`config.mk`:
```
export PLATFORM = sky130hd
export DESIGN_NAME = random_looping_shift_register_flat
export DESIGN_NICKNAME = d
export VERILOG_FILES = /design/src/rls_pkg.sv /design/src/rls_in_if.sv /design/src/rls_out_if.sv /design/src/rls_cell.sv /design/src/rls_div3500.sv /design/src/random_looping_shift_register.sv /design/src/flat_wrapper.sv
export SDC_FILE = /design/constraint.sdc
export NUM_CORES = 2
export LEC_CHECK = 0
export ABC_AREA = 1
export BUFFER_PORTS_ARGS = -buffer_cell sky130_fd_sc_hd__clkbuf_2
export CORE_MARGIN = 5
export CORE_UTILIZATION = 45
export DETAILED_ROUTE_END_ITERATION = 12
export GPL_TIMING_DRIVEN = 0
export SYNTH_ARGS = -nofsm -noshare
export SYNTH_HDL_FRONTEND = slang
export SYNTH_SLANG_ARGS = --single-unit
```
`constraint.sdc`:
```
create_clock -name i_clk -period 21.5 [get_ports i_clk]
set_input_delay 4.3 -clock i_clk [delete_from_list [all_inputs] [get_ports i_clk]]
set_output_delay 4.3 -clock i_clk [all_outputs]
set_load 0.01 [all_outputs]
```
`src/rls_pkg.sv`:
```
// ----------------------------------------------------------------------------
// rls_pkg
// Shared widths, constants and types of the random looping shift register.
// ----------------------------------------------------------------------------
package rls_pkg;

    // Looping register and delay line
    localparam int LEN_MAX    = 32;
    localparam int LEN_W      = $clog2(LEN_MAX + 1);
    localparam int LEN_IDX_W  = $clog2(LEN_MAX);
    localparam int DELAY_MAX  = 15;
    localparam int HIST_IDX_W = $clog2(DELAY_MAX);

    // Field widths
    localparam int SMP_W     = 12;
    localparam int RND_W     = 7;
    localparam int CV_W      = 12;
    localparam int STEP_W    = 8;
    localparam int SEQ_W     = 16;
    localparam int NUM_LVL   = 8;
    localparam int NUM_TAP   = 4;
    localparam int MASK_W    = 32;
    localparam int CFG_LEN_W = 6;
    localparam int CFG_DLY_W = 4;

    // Configuration port
    localparam int CFG_IDX_W  = 3;
    localparam int CFG_DATA_W = 32;

    localparam logic [CFG_IDX_W-1:0] CFG_REG_LEN       = 3'd0;
    localparam logic [CFG_IDX_W-1:0] CFG_REG_OR_TRIG   = 3'd1;
    localparam logic [CFG_IDX_W-1:0] CFG_REG_AND_TRIG  = 3'd2;
    localparam logic [CFG_IDX_W-1:0] CFG_REG_OR_GATE   = 3'd3;
    localparam logic [CFG_IDX_W-1:0] CFG_REG_AND_GATE  = 3'd4;
    localparam logic [CFG_IDX_W-1:0] CFG_REG_SEQ_EN    = 3'd5;
    localparam logic [CFG_IDX_W-1:0] CFG_REG_SCALE_EN  = 3'd6;
    localparam logic [CFG_IDX_W-1:0] CFG_REG_CV_DELAY  = 3'd7;

    localparam logic [CFG_LEN_W-1:0] CFG_LEN_RESET = 6'd16;

    // Tap slots
    localparam int TAP_OR_TRIG  = 0;
    localparam int TAP_AND_TRIG = 1;
    localparam int TAP_OR_GATE  = 2;
    localparam int TAP_AND_GATE = 3;

    // Flip factor: control / 34, via reciprocal 7711 / 2^18 (exact for 12 bits)
    localparam int FAC_W      = 7;
    localparam int FAC_M_W    = 13;
    localparam int FAC_SH     = 18;
    localparam int FAC_PROD_W = SMP_W + FAC_M_W;
    localparam logic [FAC_M_W-1:0] FAC_M    = 13'd7711;
    localparam logic [SMP_W-1:0]   DEAD_LO  = 12'd1700;
    localparam logic [SMP_W-1:0]   DEAD_HI  = 12'd1800;
    localparam logic [FAC_W-1:0]   FAC_MID  = 7'd50;
    localparam logic [FAC_W-1:0]   FAC_ALL  = 7'd100;

    // Sequencer arithmetic
    localparam int SUM_W    = SMP_W + $clog2(NUM_LVL);
    localparam int SEQ_SH   = 12;
    localparam int DIV_X_W  = 28;
    localparam int DIV_C_W  = 12;
    localparam int DIV_SH   = 28;
    localparam int DIV_M_W  = 17;
    localparam int DIV_P_W  = DIV_X_W + DIV_M_W;
    localparam logic [DIV_C_W-1:0] DIV_C = 12'd3500;
    localparam logic [DIV_M_W-1:0] DIV_M = 17'd76695;

    // Pipeline stages from the accepting edge up to the output register
    localparam int PIPE_N   = 9;
    localparam int STG_DIV1 = 4;
    localparam int STG_LAST = PIPE_N - 1;

    typedef struct packed {
        logic en;
        logic keep;
    } t_cell_ctl;

    typedef struct packed {
        logic [CV_W-1:0]    cv;
        logic [CV_W-1:0]    dly;
        logic [STEP_W-1:0]  step;
        logic [NUM_TAP-1:0] tap;
        logic [SMP_W-1:0]   scale;
    } t_side;

endpackage

```
`src/rls_in_if.sv`:
```
// ----------------------------------------------------------------------------
// rls_in_if
// Input channel: one clock step with its control, random and level samples.
// ----------------------------------------------------------------------------
interface rls_in_if import rls_pkg::*; ();

    logic             valid;
    logic             ready;
    logic [SMP_W-1:0] control_sample;
    logic [RND_W-1:0] random_value;
    logic [SMP_W-1:0] scale_sample;
    logic [SMP_W-1:0] level_0;
    logic [SMP_W-1:0] level_1;
    logic [SMP_W-1:0] level_2;
    logic [SMP_W-1:0] level_3;
    logic [SMP_W-1:0] level_4;
    logic [SMP_W-1:0] level_5;
    logic [SMP_W-1:0] level_6;
    logic [SMP_W-1:0] level_7;

    modport source (
        output valid, control_sample, random_value, scale_sample,
        output level_0, level_1, level_2, level_3,
        output level_4, level_5, level_6, level_7,
        input  ready
    );

    modport sink (
        input  valid, control_sample, random_value, scale_sample,
        input  level_0, level_1, level_2, level_3,
        input  level_4, level_5, level_6, level_7,
        output ready
    );

endinterface

```
`src/rls_out_if.sv`:
```
// ----------------------------------------------------------------------------
// rls_out_if
// Output channel: CVs, step bits, logic taps and sequencer CV of one step.
// ----------------------------------------------------------------------------
interface rls_out_if import rls_pkg::*; ();

    logic              valid;
    logic              ready;
    logic [CV_W-1:0]   cv_value;
    logic [CV_W-1:0]   delayed_cv;
    logic [STEP_W-1:0] step_bits;
    logic              trig_or;
    logic              trig_and;
    logic              gate_or;
    logic              gate_and;
    logic [SEQ_W-1:0]  sequencer_cv;

    modport source (
        output valid, cv_value, delayed_cv, step_bits,
        output trig_or, trig_and, gate_or, gate_and, sequencer_cv,
        input  ready
    );

    modport sink (
        input  valid, cv_value, delayed_cv, step_bits,
        input  trig_or, trig_and, gate_or, gate_and, sequencer_cv,
        output ready
    );

endinterface

```
`src/rls_cell.sv`:
```
// ----------------------------------------------------------------------------
// rls_cell
// One bit of the looping register; takes its neighbor's bit on each step.
// ----------------------------------------------------------------------------
module rls_cell import rls_pkg::*; (
    input  logic      i_clk,
    input  logic      i_rst_n,
    input  t_cell_ctl i_ctl,
    input  logic      i_din,
    output logic      o_bit,
    output logic      o_next
);

    logic r_bit;
    logic n_bit;

    // clear positions past the active length
    assign n_bit = i_ctl.keep ? i_din : 1'b0;

    always_ff @(posedge i_clk) begin
        if (!i_rst_n) begin
            r_bit <= 1'b0;
        end else if (i_ctl.en) begin
            r_bit <= n_bit;
        end
    end

    assign o_bit  = r_bit;
    assign o_next = n_bit;

endmodule

```
`src/rls_div3500.sv`:
```
// ----------------------------------------------------------------------------
// rls_div3500
// Three-stage floor division by 3500: reciprocal multiply, then one fixup.
// ----------------------------------------------------------------------------
module rls_div3500 import rls_pkg::*; (
    input  logic               i_clk,
    input  logic               i_en,
    input  logic [DIV_X_W-1:0] i_x,
    output logic [SEQ_W-1:0]   o_q
);

    logic [DIV_P_W-1:0] r_p;
    logic [DIV_X_W-1:0] r_x1;
    logic [DIV_M_W-1:0] r_q0;
    logic [DIV_X_W-1:0] r_t;
    logic [DIV_X_W-1:0] r_x2;
    logic [SEQ_W-1:0]   r_q;

    logic [DIV_M_W-1:0] w_q0;
    logic [DIV_X_W-1:0] w_rem;

    // estimate is exact or one low
    assign w_q0  = r_p[DIV_SH +: DIV_M_W];
    assign w_rem = r_x2 - r_t;

    always_ff @(posedge i_clk) begin
        if (i_en) begin
            r_p  <= DIV_P_W'(i_x) * DIV_P_W'(DIV_M);
            r_x1 <= i_x;
            r_q0 <= w_q0;
            r_t  <= DIV_X_W'(DIV_X_W'(w_q0) * DIV_X_W'(DIV_C));
            r_x2 <= r_x1;
            if (w_rem >= DIV_X_W'(DIV_C)) begin
                r_q <= SEQ_W'(r_q0 + DIV_M_W'(1));
            end else begin
                r_q <= SEQ_W'(r_q0);
            end
        end
    end

    assign o_q = r_q;

endmodule

```
`src/random_looping_shift_register.sv`:
```
// ----------------------------------------------------------------------------
// random_looping_shift_register
// Looping bit register with random flips, CV taps, logic taps and sequencer.
// ----------------------------------------------------------------------------
// Throughput: one beat per cycle while the output is not stalled; the loop cells
//   update on each accepted beat and the sequencer path is a 9-stage pipeline
//   through two divide-by-3500 units.
// Output stalls hold the whole pipeline in place.
// Reset (synchronous, active low): loop cells, CV history, held logic and
//   sequencer outputs clear to zero; configuration returns to its defaults.
// ----------------------------------------------------------------------------
module random_looping_shift_register import rls_pkg::*; (
    input  logic                  i_clk,
    input  logic                  i_rst_n,
    input  logic                  i_cfg_we,
    input  logic [CFG_IDX_W-1:0]  i_cfg_idx,
    input  logic [CFG_DATA_W-1:0] i_cfg_data,
    rls_in_if.sink                i_in,
    rls_out_if.source             o_out
);

    // ------------------------------------------------------------------
    // Configuration registers
    // ------------------------------------------------------------------
    logic [CFG_LEN_W-1:0] r_cfg_len;
    logic [MASK_W-1:0]    r_cfg_mask [NUM_TAP];
    logic                 r_cfg_seq_en;
    logic                 r_cfg_scale_en;
    logic [CFG_DLY_W-1:0] r_cfg_dly;

    always_ff @(posedge i_clk) begin
        if (!i_rst_n) begin
            r_cfg_len      <= CFG_LEN_RESET;
            r_cfg_mask     <= '{default: '0};
            r_cfg_seq_en   <= 1'b0;
            r_cfg_scale_en <= 1'b0;
            r_cfg_dly      <= '0;
        end else if (i_cfg_we) begin
            case (i_cfg_idx)
                CFG_REG_LEN: begin
                    r_cfg_len <= i_cfg_data[CFG_LEN_W-1:0];
                end
                CFG_REG_OR_TRIG: begin
                    r_cfg_mask[TAP_OR_TRIG] <= i_cfg_data[MASK_W-1:0];
                end
                CFG_REG_AND_TRIG: begin
                    r_cfg_mask[TAP_AND_TRIG] <= i_cfg_data[MASK_W-1:0];
                end
                CFG_REG_OR_GATE: begin
                    r_cfg_mask[TAP_OR_GATE] <= i_cfg_data[MASK_W-1:0];
                end
                CFG_REG_AND_GATE: begin
                    r_cfg_mask[TAP_AND_GATE] <= i_cfg_data[MASK_W-1:0];
                end
                CFG_REG_SEQ_EN: begin
                    r_cfg_seq_en <= i_cfg_data[0];
                end
                CFG_REG_SCALE_EN: begin
                    r_cfg_scale_en <= i_cfg_data[0];
                end
                CFG_REG_CV_DELAY: begin
                    r_cfg_dly <= i_cfg_data[CFG_DLY_W-1:0];
                end
                default: begin
                end
            endcase
        end
    end

    // ------------------------------------------------------------------
    // Handshake: advance every stage when the output register can move
    // ------------------------------------------------------------------
    logic w_adv;
    logic w_acc;

    assign w_adv      = !o_out.valid || o_out.ready;
    assign w_acc      = i_in.valid && w_adv;
    assign i_in.ready = w_adv;

    // ------------------------------------------------------------------
    // Flip decision: factor is control/34 outside the dead zone, else 50
    // ------------------------------------------------------------------
    logic [FAC_PROD_W-1:0] w_fac_prod;
    logic [FAC_W-1:0]      w_fac;
    logic                  w_negate;

    assign w_fac_prod = FAC_PROD_W'(i_in.control_sample) * FAC_PROD_W'(FAC_M);

    always_comb begin
        if (i_in.control_sample >= DEAD_LO && i_in.control_sample <= DEAD_HI) begin
            w_fac = FAC_MID;
        end else begin
            w_fac = w_fac_prod[FAC_SH +: FAC_W];
        end
        if (w_fac == '0) begin
            w_negate = 1'b0;
        end else if (w_fac == FAC_ALL) begin
            w_negate = 1'b1;
        end else begin
            w_negate = (FAC_W'(i_in.random_value) <= w_fac);
        end
    end

    // ------------------------------------------------------------------
    // Loop cells: clamp length to 1..LEN_MAX, wrap the last bit to the front
    // ------------------------------------------------------------------
    logic [LEN_W-1:0]     w_len;
    logic [LEN_IDX_W-1:0] w_last_idx;
    logic                 w_wrap;
    logic [LEN_MAX-1:0]   w_bit;
    logic [LEN_MAX-1:0]   w_nxt;
    t_cell_ctl            w_ctl [LEN_MAX];

    always_comb begin
        if (r_cfg_len == '0) begin
            w_len = LEN_W'(1);
        end else if (int'(r_cfg_len) > LEN_MAX) begin
            w_len = LEN_W'(LEN_MAX);
        end else begin
            w_len = LEN_W'(r_cfg_len);
        end
    end

    assign w_last_idx = LEN_IDX_W'(w_len - LEN_W'(1));
    assign w_wrap     = w_bit[w_last_idx] ^ w_negate;

    for (genvar g = 0; g < LEN_MAX; g++) begin : g_cell
        logic w_din;

        if (g == 0) begin : g_head
            assign w_din = w_wrap;
        end else begin : g_body
            assign w_din = w_bit[g-1];
        end

        assign w_ctl[g].en   = w_acc;
        assign w_ctl[g].keep = (LEN_W'(g) < w_len);

        rls_cell u_cell (
            .i_clk   (i_clk),
            .i_rst_n (i_rst_n),
            .i_ctl   (w_ctl[g]),
            .i_din   (w_din),
            .o_bit   (w_bit[g]),
            .o_next  (w_nxt[g])
        );
    end

    // ------------------------------------------------------------------
    // Step values taken from the rotated register
    // ------------------------------------------------------------------
    logic [CV_W-1:0]    w_cv;
    logic [CV_W-1:0]    w_dly;
    logic [MASK_W-1:0]  w_tap_bits;
    logic [NUM_TAP-1:0] w_tap;
    logic [SMP_W-1:0]   w_lvl [NUM_LVL];

    // first register bit lands in the CV's most significant bit
    always_comb begin
        for (int k = 0; k < CV_W; k++) begin
            w_cv[CV_W-1-k] = w_nxt[k];
        end
    end

    assign w_tap_bits = MASK_W'(w_nxt);

    assign w_tap[TAP_OR_TRIG]  = |(w_tap_bits & r_cfg_mask[TAP_OR_TRIG]);
    assign w_tap[TAP_AND_TRIG] =
        ((w_tap_bits & r_cfg_mask[TAP_AND_TRIG]) == r_cfg_mask[TAP_AND_TRIG]);
    assign w_tap[TAP_OR_GATE]  = |(w_tap_bits & r_cfg_mask[TAP_OR_GATE]);
    assign w_tap[TAP_AND_GATE] =
        ((w_tap_bits & r_cfg_mask[TAP_AND_GATE]) == r_cfg_mask[TAP_AND_GATE]);

    assign w_lvl[0] = i_in.level_0;
    assign w_lvl[1] = i_in.level_1;
    assign w_lvl[2] = i_in.level_2;
    assign w_lvl[3] = i_in.level_3;
    assign w_lvl[4] = i_in.level_4;
    assign w_lvl[5] = i_in.level_5;
    assign w_lvl[6] = i_in.level_6;
    assign w_lvl[7] = i_in.level_7;

    // ------------------------------------------------------------------
    // CV history: newest at entry 0; a delay of zero shows the current CV
    // ------------------------------------------------------------------
    logic [CV_W-1:0] r_hist [DELAY_MAX];

    always_comb begin
        if (r_cfg_dly == '0) begin
            w_dly = w_cv;
        end else begin
            w_dly = r_hist[HIST_IDX_W'(r_cfg_dly - CFG_DLY_W'(1))];
        end
    end

    always_ff @(posedge i_clk) begin
        if (!i_rst_n) begin
            r_hist <= '{default: '0};
        end else if (w_acc) begin
            r_hist[0] <= w_cv;
            for (int k = 1; k < DELAY_MAX; k++) begin
                r_hist[k] <= r_hist[k-1];
            end
        end
    end

    // ------------------------------------------------------------------
    // Pipeline valids and sideband
    // ------------------------------------------------------------------
    logic [PIPE_N-1:0] r_vld;
    t_side             r_side [PIPE_N];
    t_side             w_side_in;

    assign w_side_in.cv    = w_cv;
    assign w_side_in.dly   = w_dly;
    assign w_side_in.step  = w_nxt[STEP_W-1:0];
    assign w_side_in.tap   = w_tap;
    assign w_side_in.scale = i_in.scale_sample;

    always_ff @(posedge i_clk) begin
        if (!i_rst_n) begin
            r_vld <= '0;
        end else if (w_adv) begin
            r_vld <= {r_vld[PIPE_N-2:0], i_in.valid};
        end
    end

    always_ff @(posedge i_clk) begin
        if (w_adv) begin
            r_side[0] <= w_side_in;
            for (int k = 1; k < PIPE_N; k++) begin
                r_side[k] <= r_side[k-1];
            end
        end
    end

    // ------------------------------------------------------------------
    // Sequencer: gate levels by step bits, sum, scale by 4096/3500,
    // then by scale/3500 (or 3500/3500 when scaling is off)
    // ------------------------------------------------------------------
    logic [SMP_W-1:0]   r_lvl [NUM_LVL];
    logic [SUM_W-1:0]   r_sum;
    logic [SUM_W-1:0]   w_sum;
    logic [SEQ_W-1:0]   w_q1;
    logic [SEQ_W-1:0]   w_q2;
    logic [DIV_C_W-1:0] w_mult;
    logic [DIV_X_W-1:0] r_x2;

    always_comb begin
        w_sum = '0;
        for (int k = 0; k < NUM_LVL; k++) begin
            w_sum = w_sum + SUM_W'(r_lvl[k]);
        end
    end

    assign w_mult = r_cfg_scale_en ? r_side[STG_DIV1].scale : DIV_C;

    always_ff @(posedge i_clk) begin
        if (w_adv) begin
            for (int k = 0; k < NUM_LVL; k++) begin
                r_lvl[k] <= w_nxt[k] ? w_lvl[k] : '0;
            end
            r_sum <= w_sum;
            r_x2  <= DIV_X_W'(DIV_X_W'(w_q1) * DIV_X_W'(w_mult));
        end
    end

    rls_div3500 u_div_norm (
        .i_clk (i_clk),
        .i_en  (w_adv),
        .i_x   (DIV_X_W'(r_sum) << SEQ_SH),
        .o_q   (w_q1)
    );

    rls_div3500 u_div_scale (
        .i_clk (i_clk),
        .i_en  (w_adv),
        .i_x   (r_x2),
        .o_q   (w_q2)
    );

    // ------------------------------------------------------------------
    // Output register: logic taps hold while their mask has under two bits,
    // the sequencer CV holds while disabled
    // ------------------------------------------------------------------
    logic                r_out_vld;
    logic [CV_W-1:0]     r_out_cv;
    logic [CV_W-1:0]     r_out_dly;
    logic [STEP_W-1:0]   r_out_step;
    logic [NUM_TAP-1:0]  r_out_tap;
    logic [SEQ_W-1:0]    r_out_seq;
    logic [NUM_TAP-1:0]  w_multi;

    for (genvar t = 0; t < NUM_TAP; t++) begin : g_multi
        assign w_multi[t] = |(r_cfg_mask[t] & (r_cfg_mask[t] - MASK_W'(1)));
    end

    always_ff @(posedge i_clk) begin
        if (!i_rst_n) begin
            r_out_vld <= 1'b0;
            r_out_tap <= '0;
            r_out_seq <= '0;
        end else if (w_adv) begin
            r_out_vld <= r_vld[STG_LAST];
            if (r_vld[STG_LAST]) begin
                for (int t = 0; t < NUM_TAP; t++) begin
                    if (w_multi[t]) begin
                        r_out_tap[t] <= r_side[STG_LAST].tap[t];
                    end
                end
                if (r_cfg_seq_en) begin
                    r_out_seq <= w_q2;
                end
            end
        end
    end

    always_ff @(posedge i_clk) begin
        if (w_adv && r_vld[STG_LAST]) begin
            r_out_cv   <= r_side[STG_LAST].cv;
            r_out_dly  <= r_side[STG_LAST].dly;
            r_out_step <= r_side[STG_LAST].step;
        end
    end

    assign o_out.valid        = r_out_vld;
    assign o_out.cv_value     = r_out_cv;
    assign o_out.delayed_cv   = r_out_dly;
    assign o_out.step_bits    = r_out_step;
    assign o_out.trig_or      = r_out_tap[TAP_OR_TRIG];
    assign o_out.trig_and     = r_out_tap[TAP_AND_TRIG];
    assign o_out.gate_or      = r_out_tap[TAP_OR_GATE];
    assign o_out.gate_and     = r_out_tap[TAP_AND_GATE];
    assign o_out.sequencer_cv = r_out_seq;

endmodule
```
`src/flat_wrapper.sv`:
```
// flat-port wrapper written by rule: the top's interface ports become plain ports
module random_looping_shift_register_flat import rls_pkg::*;
  (i_clk, i_rst_n, i_cfg_we, i_cfg_idx, i_cfg_data, i_in_valid, i_in_control_sample, i_in_random_value, i_in_scale_sample, i_in_level_0, i_in_level_1, i_in_level_2, i_in_level_3, i_in_level_4, i_in_level_5, i_in_level_6, i_in_level_7, i_in_ready, o_out_valid, o_out_cv_value, o_out_delayed_cv, o_out_step_bits, o_out_trig_or, o_out_trig_and, o_out_gate_or, o_out_gate_and, o_out_sequencer_cv, o_out_ready);
  rls_in_if i_in_i ();
  rls_out_if o_out_i ();
  input  logic i_clk;
  input  logic i_rst_n;
  input  logic i_cfg_we;
  input  logic [CFG_IDX_W-1:0] i_cfg_idx;
  input  logic [CFG_DATA_W-1:0] i_cfg_data;
  input wire logic [$bits(i_in_i.valid)-1:0] i_in_valid;
  input wire logic [$bits(i_in_i.control_sample)-1:0] i_in_control_sample;
  input wire logic [$bits(i_in_i.random_value)-1:0] i_in_random_value;
  input wire logic [$bits(i_in_i.scale_sample)-1:0] i_in_scale_sample;
  input wire logic [$bits(i_in_i.level_0)-1:0] i_in_level_0;
  input wire logic [$bits(i_in_i.level_1)-1:0] i_in_level_1;
  input wire logic [$bits(i_in_i.level_2)-1:0] i_in_level_2;
  input wire logic [$bits(i_in_i.level_3)-1:0] i_in_level_3;
  input wire logic [$bits(i_in_i.level_4)-1:0] i_in_level_4;
  input wire logic [$bits(i_in_i.level_5)-1:0] i_in_level_5;
  input wire logic [$bits(i_in_i.level_6)-1:0] i_in_level_6;
  input wire logic [$bits(i_in_i.level_7)-1:0] i_in_level_7;
  output wire logic [$bits(i_in_i.ready)-1:0] i_in_ready;
  output wire logic [$bits(o_out_i.valid)-1:0] o_out_valid;
  output wire logic [$bits(o_out_i.cv_value)-1:0] o_out_cv_value;
  output wire logic [$bits(o_out_i.delayed_cv)-1:0] o_out_delayed_cv;
  output wire logic [$bits(o_out_i.step_bits)-1:0] o_out_step_bits;
  output wire logic [$bits(o_out_i.trig_or)-1:0] o_out_trig_or;
  output wire logic [$bits(o_out_i.trig_and)-1:0] o_out_trig_and;
  output wire logic [$bits(o_out_i.gate_or)-1:0] o_out_gate_or;
  output wire logic [$bits(o_out_i.gate_and)-1:0] o_out_gate_and;
  output wire logic [$bits(o_out_i.sequencer_cv)-1:0] o_out_sequencer_cv;
  input wire logic [$bits(o_out_i.ready)-1:0] o_out_ready;
  assign i_in_i.valid = i_in_valid;
  assign i_in_i.control_sample = i_in_control_sample;
  assign i_in_i.random_value = i_in_random_value;
  assign i_in_i.scale_sample = i_in_scale_sample;
  assign i_in_i.level_0 = i_in_level_0;
  assign i_in_i.level_1 = i_in_level_1;
  assign i_in_i.level_2 = i_in_level_2;
  assign i_in_i.level_3 = i_in_level_3;
  assign i_in_i.level_4 = i_in_level_4;
  assign i_in_i.level_5 = i_in_level_5;
  assign i_in_i.level_6 = i_in_level_6;
  assign i_in_i.level_7 = i_in_level_7;
  assign i_in_ready = i_in_i.ready;
  assign o_out_valid = o_out_i.valid;
  assign o_out_cv_value = o_out_i.cv_value;
  assign o_out_delayed_cv = o_out_i.delayed_cv;
  assign o_out_step_bits = o_out_i.step_bits;
  assign o_out_trig_or = o_out_i.trig_or;
  assign o_out_trig_and = o_out_i.trig_and;
  assign o_out_gate_or = o_out_i.gate_or;
  assign o_out_gate_and = o_out_i.gate_and;
  assign o_out_sequencer_cv = o_out_i.sequencer_cv;
  assign o_out_i.ready = o_out_ready;
  random_looping_shift_register u_core (.i_clk(i_clk), .i_rst_n(i_rst_n), .i_cfg_we(i_cfg_we), .i_cfg_idx(i_cfg_idx), .i_cfg_data(i_cfg_data), .i_in(i_in_i), .o_out(o_out_i));
endmodule
```
* After elaboration in Yosys (flattened, before gate mapping)
Memories as Yosys holds them, arrays and structs flattened.
Index checks and enable logic that the tools add are counted.
** Storage, ports and cells
- Flip-flop bits (word level) :: 736
- Bits in latches :: 0
- Bits in writable memories :: 528
- Bits in read-only memories :: 0
- Input bits :: 167
- Output and inout port bits :: 54
- Memories :: 2
** Memory list
- u_core.r_side :: depth 9, bits a word 48, read ports 9, clocked after Yosys merged registers in 0, write ports 9, RTL line random_looping_shift_register.sv:211 : t_side r_side [PIPE_N];
- u_core.r_lvl :: depth 8, bits a word 12, read ports 8, clocked after Yosys merged registers in 0, write ports 8, RTL line random_looping_shift_register.sv:241 : logic [SMP_W-1:0] r_lvl [NUM_LVL];
** Operators by class
- $add $sub $neg :: 17
- Multipliers :: 6
- Divide/modulo/power cells :: 0
- Order comparisons :: 40
- Equal/unequal tests :: 10
- Shifts and indexed selects :: 0
- Muxes and demuxes :: 56
- Bitwise operators :: 10
- Reductions and logical operators :: 28
** Operator list (number)
- $and 32x32->32 :: 8
- $reduce_or 32->1 :: 6
- $mux 12 :: 12
- $sub 32x1->32 const B :: 4
- $lt 5x6->1 const A :: 16
- $add 15x12->15 :: 6
- $eq 32x32->1 :: 2
- $ge 28x12->1 const B :: 2
- $bmux 12 s4 :: 1
- $lt 4x6->1 const A :: 8
- $mul 28x17->45 const B :: 1
- $mux 1 :: 37
- $add 16x1->16 const B :: 2
- $mul 15x17->32 const B :: 1
- $mux 16 :: 2
- $mul 16x12->28 :: 1
- $sub 27x28->28 :: 1
- $sub 28x28->28 :: 1
- $mul 16x10->26 const B :: 1
- $mul 17x10->26 const B :: 1
- $mul 12x13->25 const B :: 1
- $lt 3x6->1 const A :: 4
- $reduce_and 2->1 :: 8
- $reduce_and 3->1 :: 5
- 27 further kinds :: 36

* Logic depth before layout (Yosys ltp)
- Depth in word-level cells :: 10
- Mapped depth :: 33

* Cells and area by module
Synthesis repeated with hierarchy kept, for this count alone.
** Second synthesis, totals
- Cell total of the unflattened synthesis :: 9423
- Area total of the unflattened synthesis :: 84305.9 um^2
** Modules (own cells, without submodules)
- random_looping_shift_register :: instances 1, cells each 4779, area an instance 44004.7 um^2, sequential area each 21270.4 um^2
- rls_div3500 at u_core.u_div_norm :: instances 1, cells each 2213, area an instance 19454.9 um^2, sequential area each 3783.6 um^2
- rls_div3500 at u_core.u_div_scale :: instances 1, cells each 2207, area an instance 19404.9 um^2, sequential area each 3783.6 um^2
- rls_cell :: instances 32, cells each 7, area an instance 45.0 um^2, sequential area each 20.0 um^2

* Worst setup path after synthesis
Ideal clock, no wire load.
- Kind :: input to output
- Start :: in o_out_ready
- End :: out i_in_ready
- Arrival :: 11.633 ns
- Required time :: 17.200 ns
- Setup slack :: 5.567 ns
- Stages :: 2
- Buffers on the path :: 0
- Cells stage by stage :: nor2_1 -> inv_2
** Between the ends
- Cells in the longest elaborated chain, start to end :: 1
** RTL lines
- from (decl) :: RTL line flat_wrapper.sv:33 : input wire logic [$bits(o_out_i.ready)-1:0] o_out_ready;
- $logic_or 1x1->1 :: RTL line random_looping_shift_register.sv:76 : assign w_adv = !o_out.valid || o_out.ready;
- to (decl) :: RTL line flat_wrapper.sv:23 : output wire logic [$bits(i_in_i.ready)-1:0] i_in_ready;
No other way between the ends.

* Worst setup path in the final report
Ends and elaborated chain as after synthesis.

==> impl_metrics.ini <==
[synth]
synth.top_cell.area_share_pct = 28.2
synth_commonest_cells = 1,469 x inv_1, 1,083 x nor2_1, 832 x nand2_1
synth_seq_cells = 1074
ys_warn_count = 0
yosys.area.top_type = edfxtp_1
seq_area_frac_synth_pct = 38.0
synthesis.instances = 7918
syn-num-nets = 9425
syn-cell-area_um2 = 75000
synth_ff_type = edfxtp_1
async_flop_share_pct = 0
synth_cell_type_count = 62
avgSynthCellArea_um2 = 9.48
synth_edf_count = 704
synth_most_common_cell = inv_1
synthTopCellsByArea = edfxtp_1 28%, fa_1 17%, ha_1 12%

[detailed_routing]
drt_iter0_drc = 4370
wirelength_um = 199000
drc = 0
vias_per_cell = 5.24
drt-pass1-iter-count = 7
dr_total_vias = 55300
wl_per_cell_um = 18.9
antenna_left = 0

[die]
die_width_um = 418
die-area_um2 = 175000
core_area_um2 = 165000
ios = 221
die_h_um = 418
initial_core_util_pct = 45.4
std_cell_rows = 149

[hold_path]
hold_class = reg -> reg

[clock_network]
cts.hold.buffers_added = 0
post_cts_resized = 0
cts_root_buf = clkbuf_16
numClockSinks = 1074
h-tree-depth = 3
cts_max_path_buffers = 3
cts_tree = done
clock_latency_ns = 0.77
post_cts_buffers = 0
path_clk_slew_ns = 0.06
cts_made_buffers = 117

[global_routing]
track_usage_pct = 22.7
grt_max_degree = 143
grt_pass1_wl_um = 312000
grt_pass1_vias = 55500
antenna_found_initial = 6
overflow = 0

[setup_path]
crit_chain = clkbuf_2, nor2_1, inv_8, buf_16, clkbuf_2
crit_fanout = 123
critical_path_buf_inv_count = 4
crit_path_frequent_cell = clkbuf_2
cp-end-kind = primary output
crit_family = buffers and inverters
cp.arrival_ns = 6.33
required_ns = 17.20
crit_type = in -> out
critPathSlowestCell = nor2_1
worst_setup_path_start_kind = primary input
crit_path_max_incr_delay_ns = 0.77

[timing]
finalMaxSlewViolations = 0
rsz0062_at_grt = no
skew_ns = 0.103
fin_setup_tns_ns = 0
worst_pin_slew_ns = 1.36
fmax_ghz = 0.0941
hold_viol = 0
finalSetupViolations = 0
max_slew_margin_pct = 9.31
post-route-period-util_pct = 49.4
finalCriticalPeriod_ns = 10.63

[placed_design]
place_congestion = 0.970
port_buffers = 219
detailedPlacementHpwl_um = 159000
dp.cells = 10300

[finish]
instances_no_fill = 10600
nets = 9773
drive_gt1_share_pct = 6.10
syn2layout_area_growth_pct = 10.6

[status]
status = finished clean

[flow_run]
max-cap-violations = 0
## worst reg2reg max path: stages (launching register included)
cell and delay (ns):
dfxtp_1 0.67, inv_1 0.26, nor2_1 0.72, clkinv_1 0.62, nand2_1 0.23, fa_1 0.46
fa_1 0.54, inv_1 0.05, fa_1 0.53, inv_1 0.06, fa_1 0.54, inv_1 0.06
fa_1 0.51, ha_1 0.38, a21oi_1 0.20, o21ai_0 0.13, a21oi_1 0.14, nand2_1 0.12
nand2_1 0.08, o211ai_1 0.12, a31oi_1 0.26, o21ai_0 0.15, xor2_1 0.16
## final timing paths
check / startpoint / endpoint / slack, ns / cells past startpoint
worst min-delay path: u_core.u_div_scale.r_x1[16] / u_core.u_div_scale.r_x2[16] / 0.37 / 0
worst max register to register: u_core.r_cfg_scale_en / u_core.r_x2[26] / 14.26 / 22
worst min register to register: u_core.u_div_scale.r_x1[16] / u_core.u_div_scale.r_x2[16] / 0.37 / 0
worst max-delay path: o_out_ready / i_in_ready / 10.87 / 5
## cell families (layout without fill, tap and decap cells)
kind of cell | after synthesis | after routing | synth area share (%)
and+or+nand+nor | 2341 | 2341 | 12.9
other | 0 | 1 | 0
DFF | 1074 | 1074 | 38.0
adders and majority gates | 1345 | 1345 | 28.9
buffers and inverters | 1680 | 2129 | 8.51
xor gates and xnor gates | 190 | 190 | 2.22
AOI/OAI and AO/OA | 1288 | 1288 | 9.47
## layout make-up
type / instances / area, µm²
diodes: 1 / 2.50
plain buffers: 198 / 821
clock buffers: 145 / 3120
clock inverters: 75 / 802
fillers: 15400 / 82300
inverters: 1482 / 5570
multi-input cells: 5164 / 40100
flip-flops and latches: 1074 / 28500
well taps: 2189 / 2740
repair buffers: 229 / 1300
## flip-flops by register name, indices dropped and copies added (netlist names), 7 cells and up
| register | flops |
|---|---|
| u_core.u_div_norm.r_p | 16 |
| u_core.r_x2 | 28 |
| u_core.o_out.delayed_cv | 12 |
| u_core.r_lvl | 96 |
| u_core.u_div_norm.r_x1 | 15 |
| u_core.g_cell.u_cell.o_bit | 21 |
| u_core.o_out.step_bits | 7 |
| u_core.u_div_scale.r_x2 | 26 |
| u_core.u_div_norm.r_x2 | 15 |
| u_core.u_div_scale.r_x1 | 26 |
| u_core.u_div_norm.o_q | 16 |
| u_core.r_side | 312 |
| u_core.r_cfg_mask | 128 |
| u_core.u_div_scale.o_q | 16 |
| u_core.u_div_scale.r_t | 25 |
| u_core.o_out.sequencer_cv | 16 |
| u_core.u_div_norm.r_q0 | 16 |
| u_core.u_div_scale.r_q0 | 16 |
| u_core.r_sum | 15 |
| u_core.r_vld | 9 |
| u_core.r_hist | 179 |
| u_core.u_div_norm.r_t | 25 |
| u_core.u_div_scale.r_p | 17 |
## through the flow
stage | worst slack [ns] | utilization, % | area (µm²) | hold slack, ns
2_1_floorplan | 5.57 | - | 75000 | 0.400
3_3_place_gp | 1.53 | 47.7 | 78900 | 0.400
3_5_place_dp | 10.38 | 47.8 | 79100 | 0.405
4_1_cts | 10.90 | 50.2 | 83000 | 0.364
5_1_grt | 10.68 | 50.2 | 83000 | 0.382
6_report | 10.87 | 50.2 | 83000 | 0.375
## routing by layer
metal	vias to the layer above	GRT usage (%)	part of all wire, %
li1	26500	-	-
met1	26900	31.1	44
met2	1569	37.6	47
met3	348	3.43	5.7
met4	2	6.71	3.2
met5	-	0	0.022
## cells in the final DEF (no fill, tap or decap), types with 118 or more instances in the layout
| cell type | netlist | routed |
|---|---|---|
| nand2_1 | 832 | 832 |
| clkbuf_16 | 0 | 118 |
| clkbuf_2 | 0 | 220 |
| o21ai_0 | 612 | 612 |
| a21oi_1 | 425 | 423 |
| ha_1 | 691 | 691 |
| nor2_1 | 1083 | 1082 |
| clkbuf_1 | 178 | 198 |
| inv_1 | 1469 | 1469 |
| edfxtp_1 | 704 | 704 |
| xor2_1 | 131 | 131 |
| fa_1 | 649 | 649 |
| dfxtp_1 | 370 | 370 |
| nand3_1 | 178 | 178 |
Power is not shown: default switching activity piles up to over one toggle a cycle in this logic, so the estimate is an artifact.
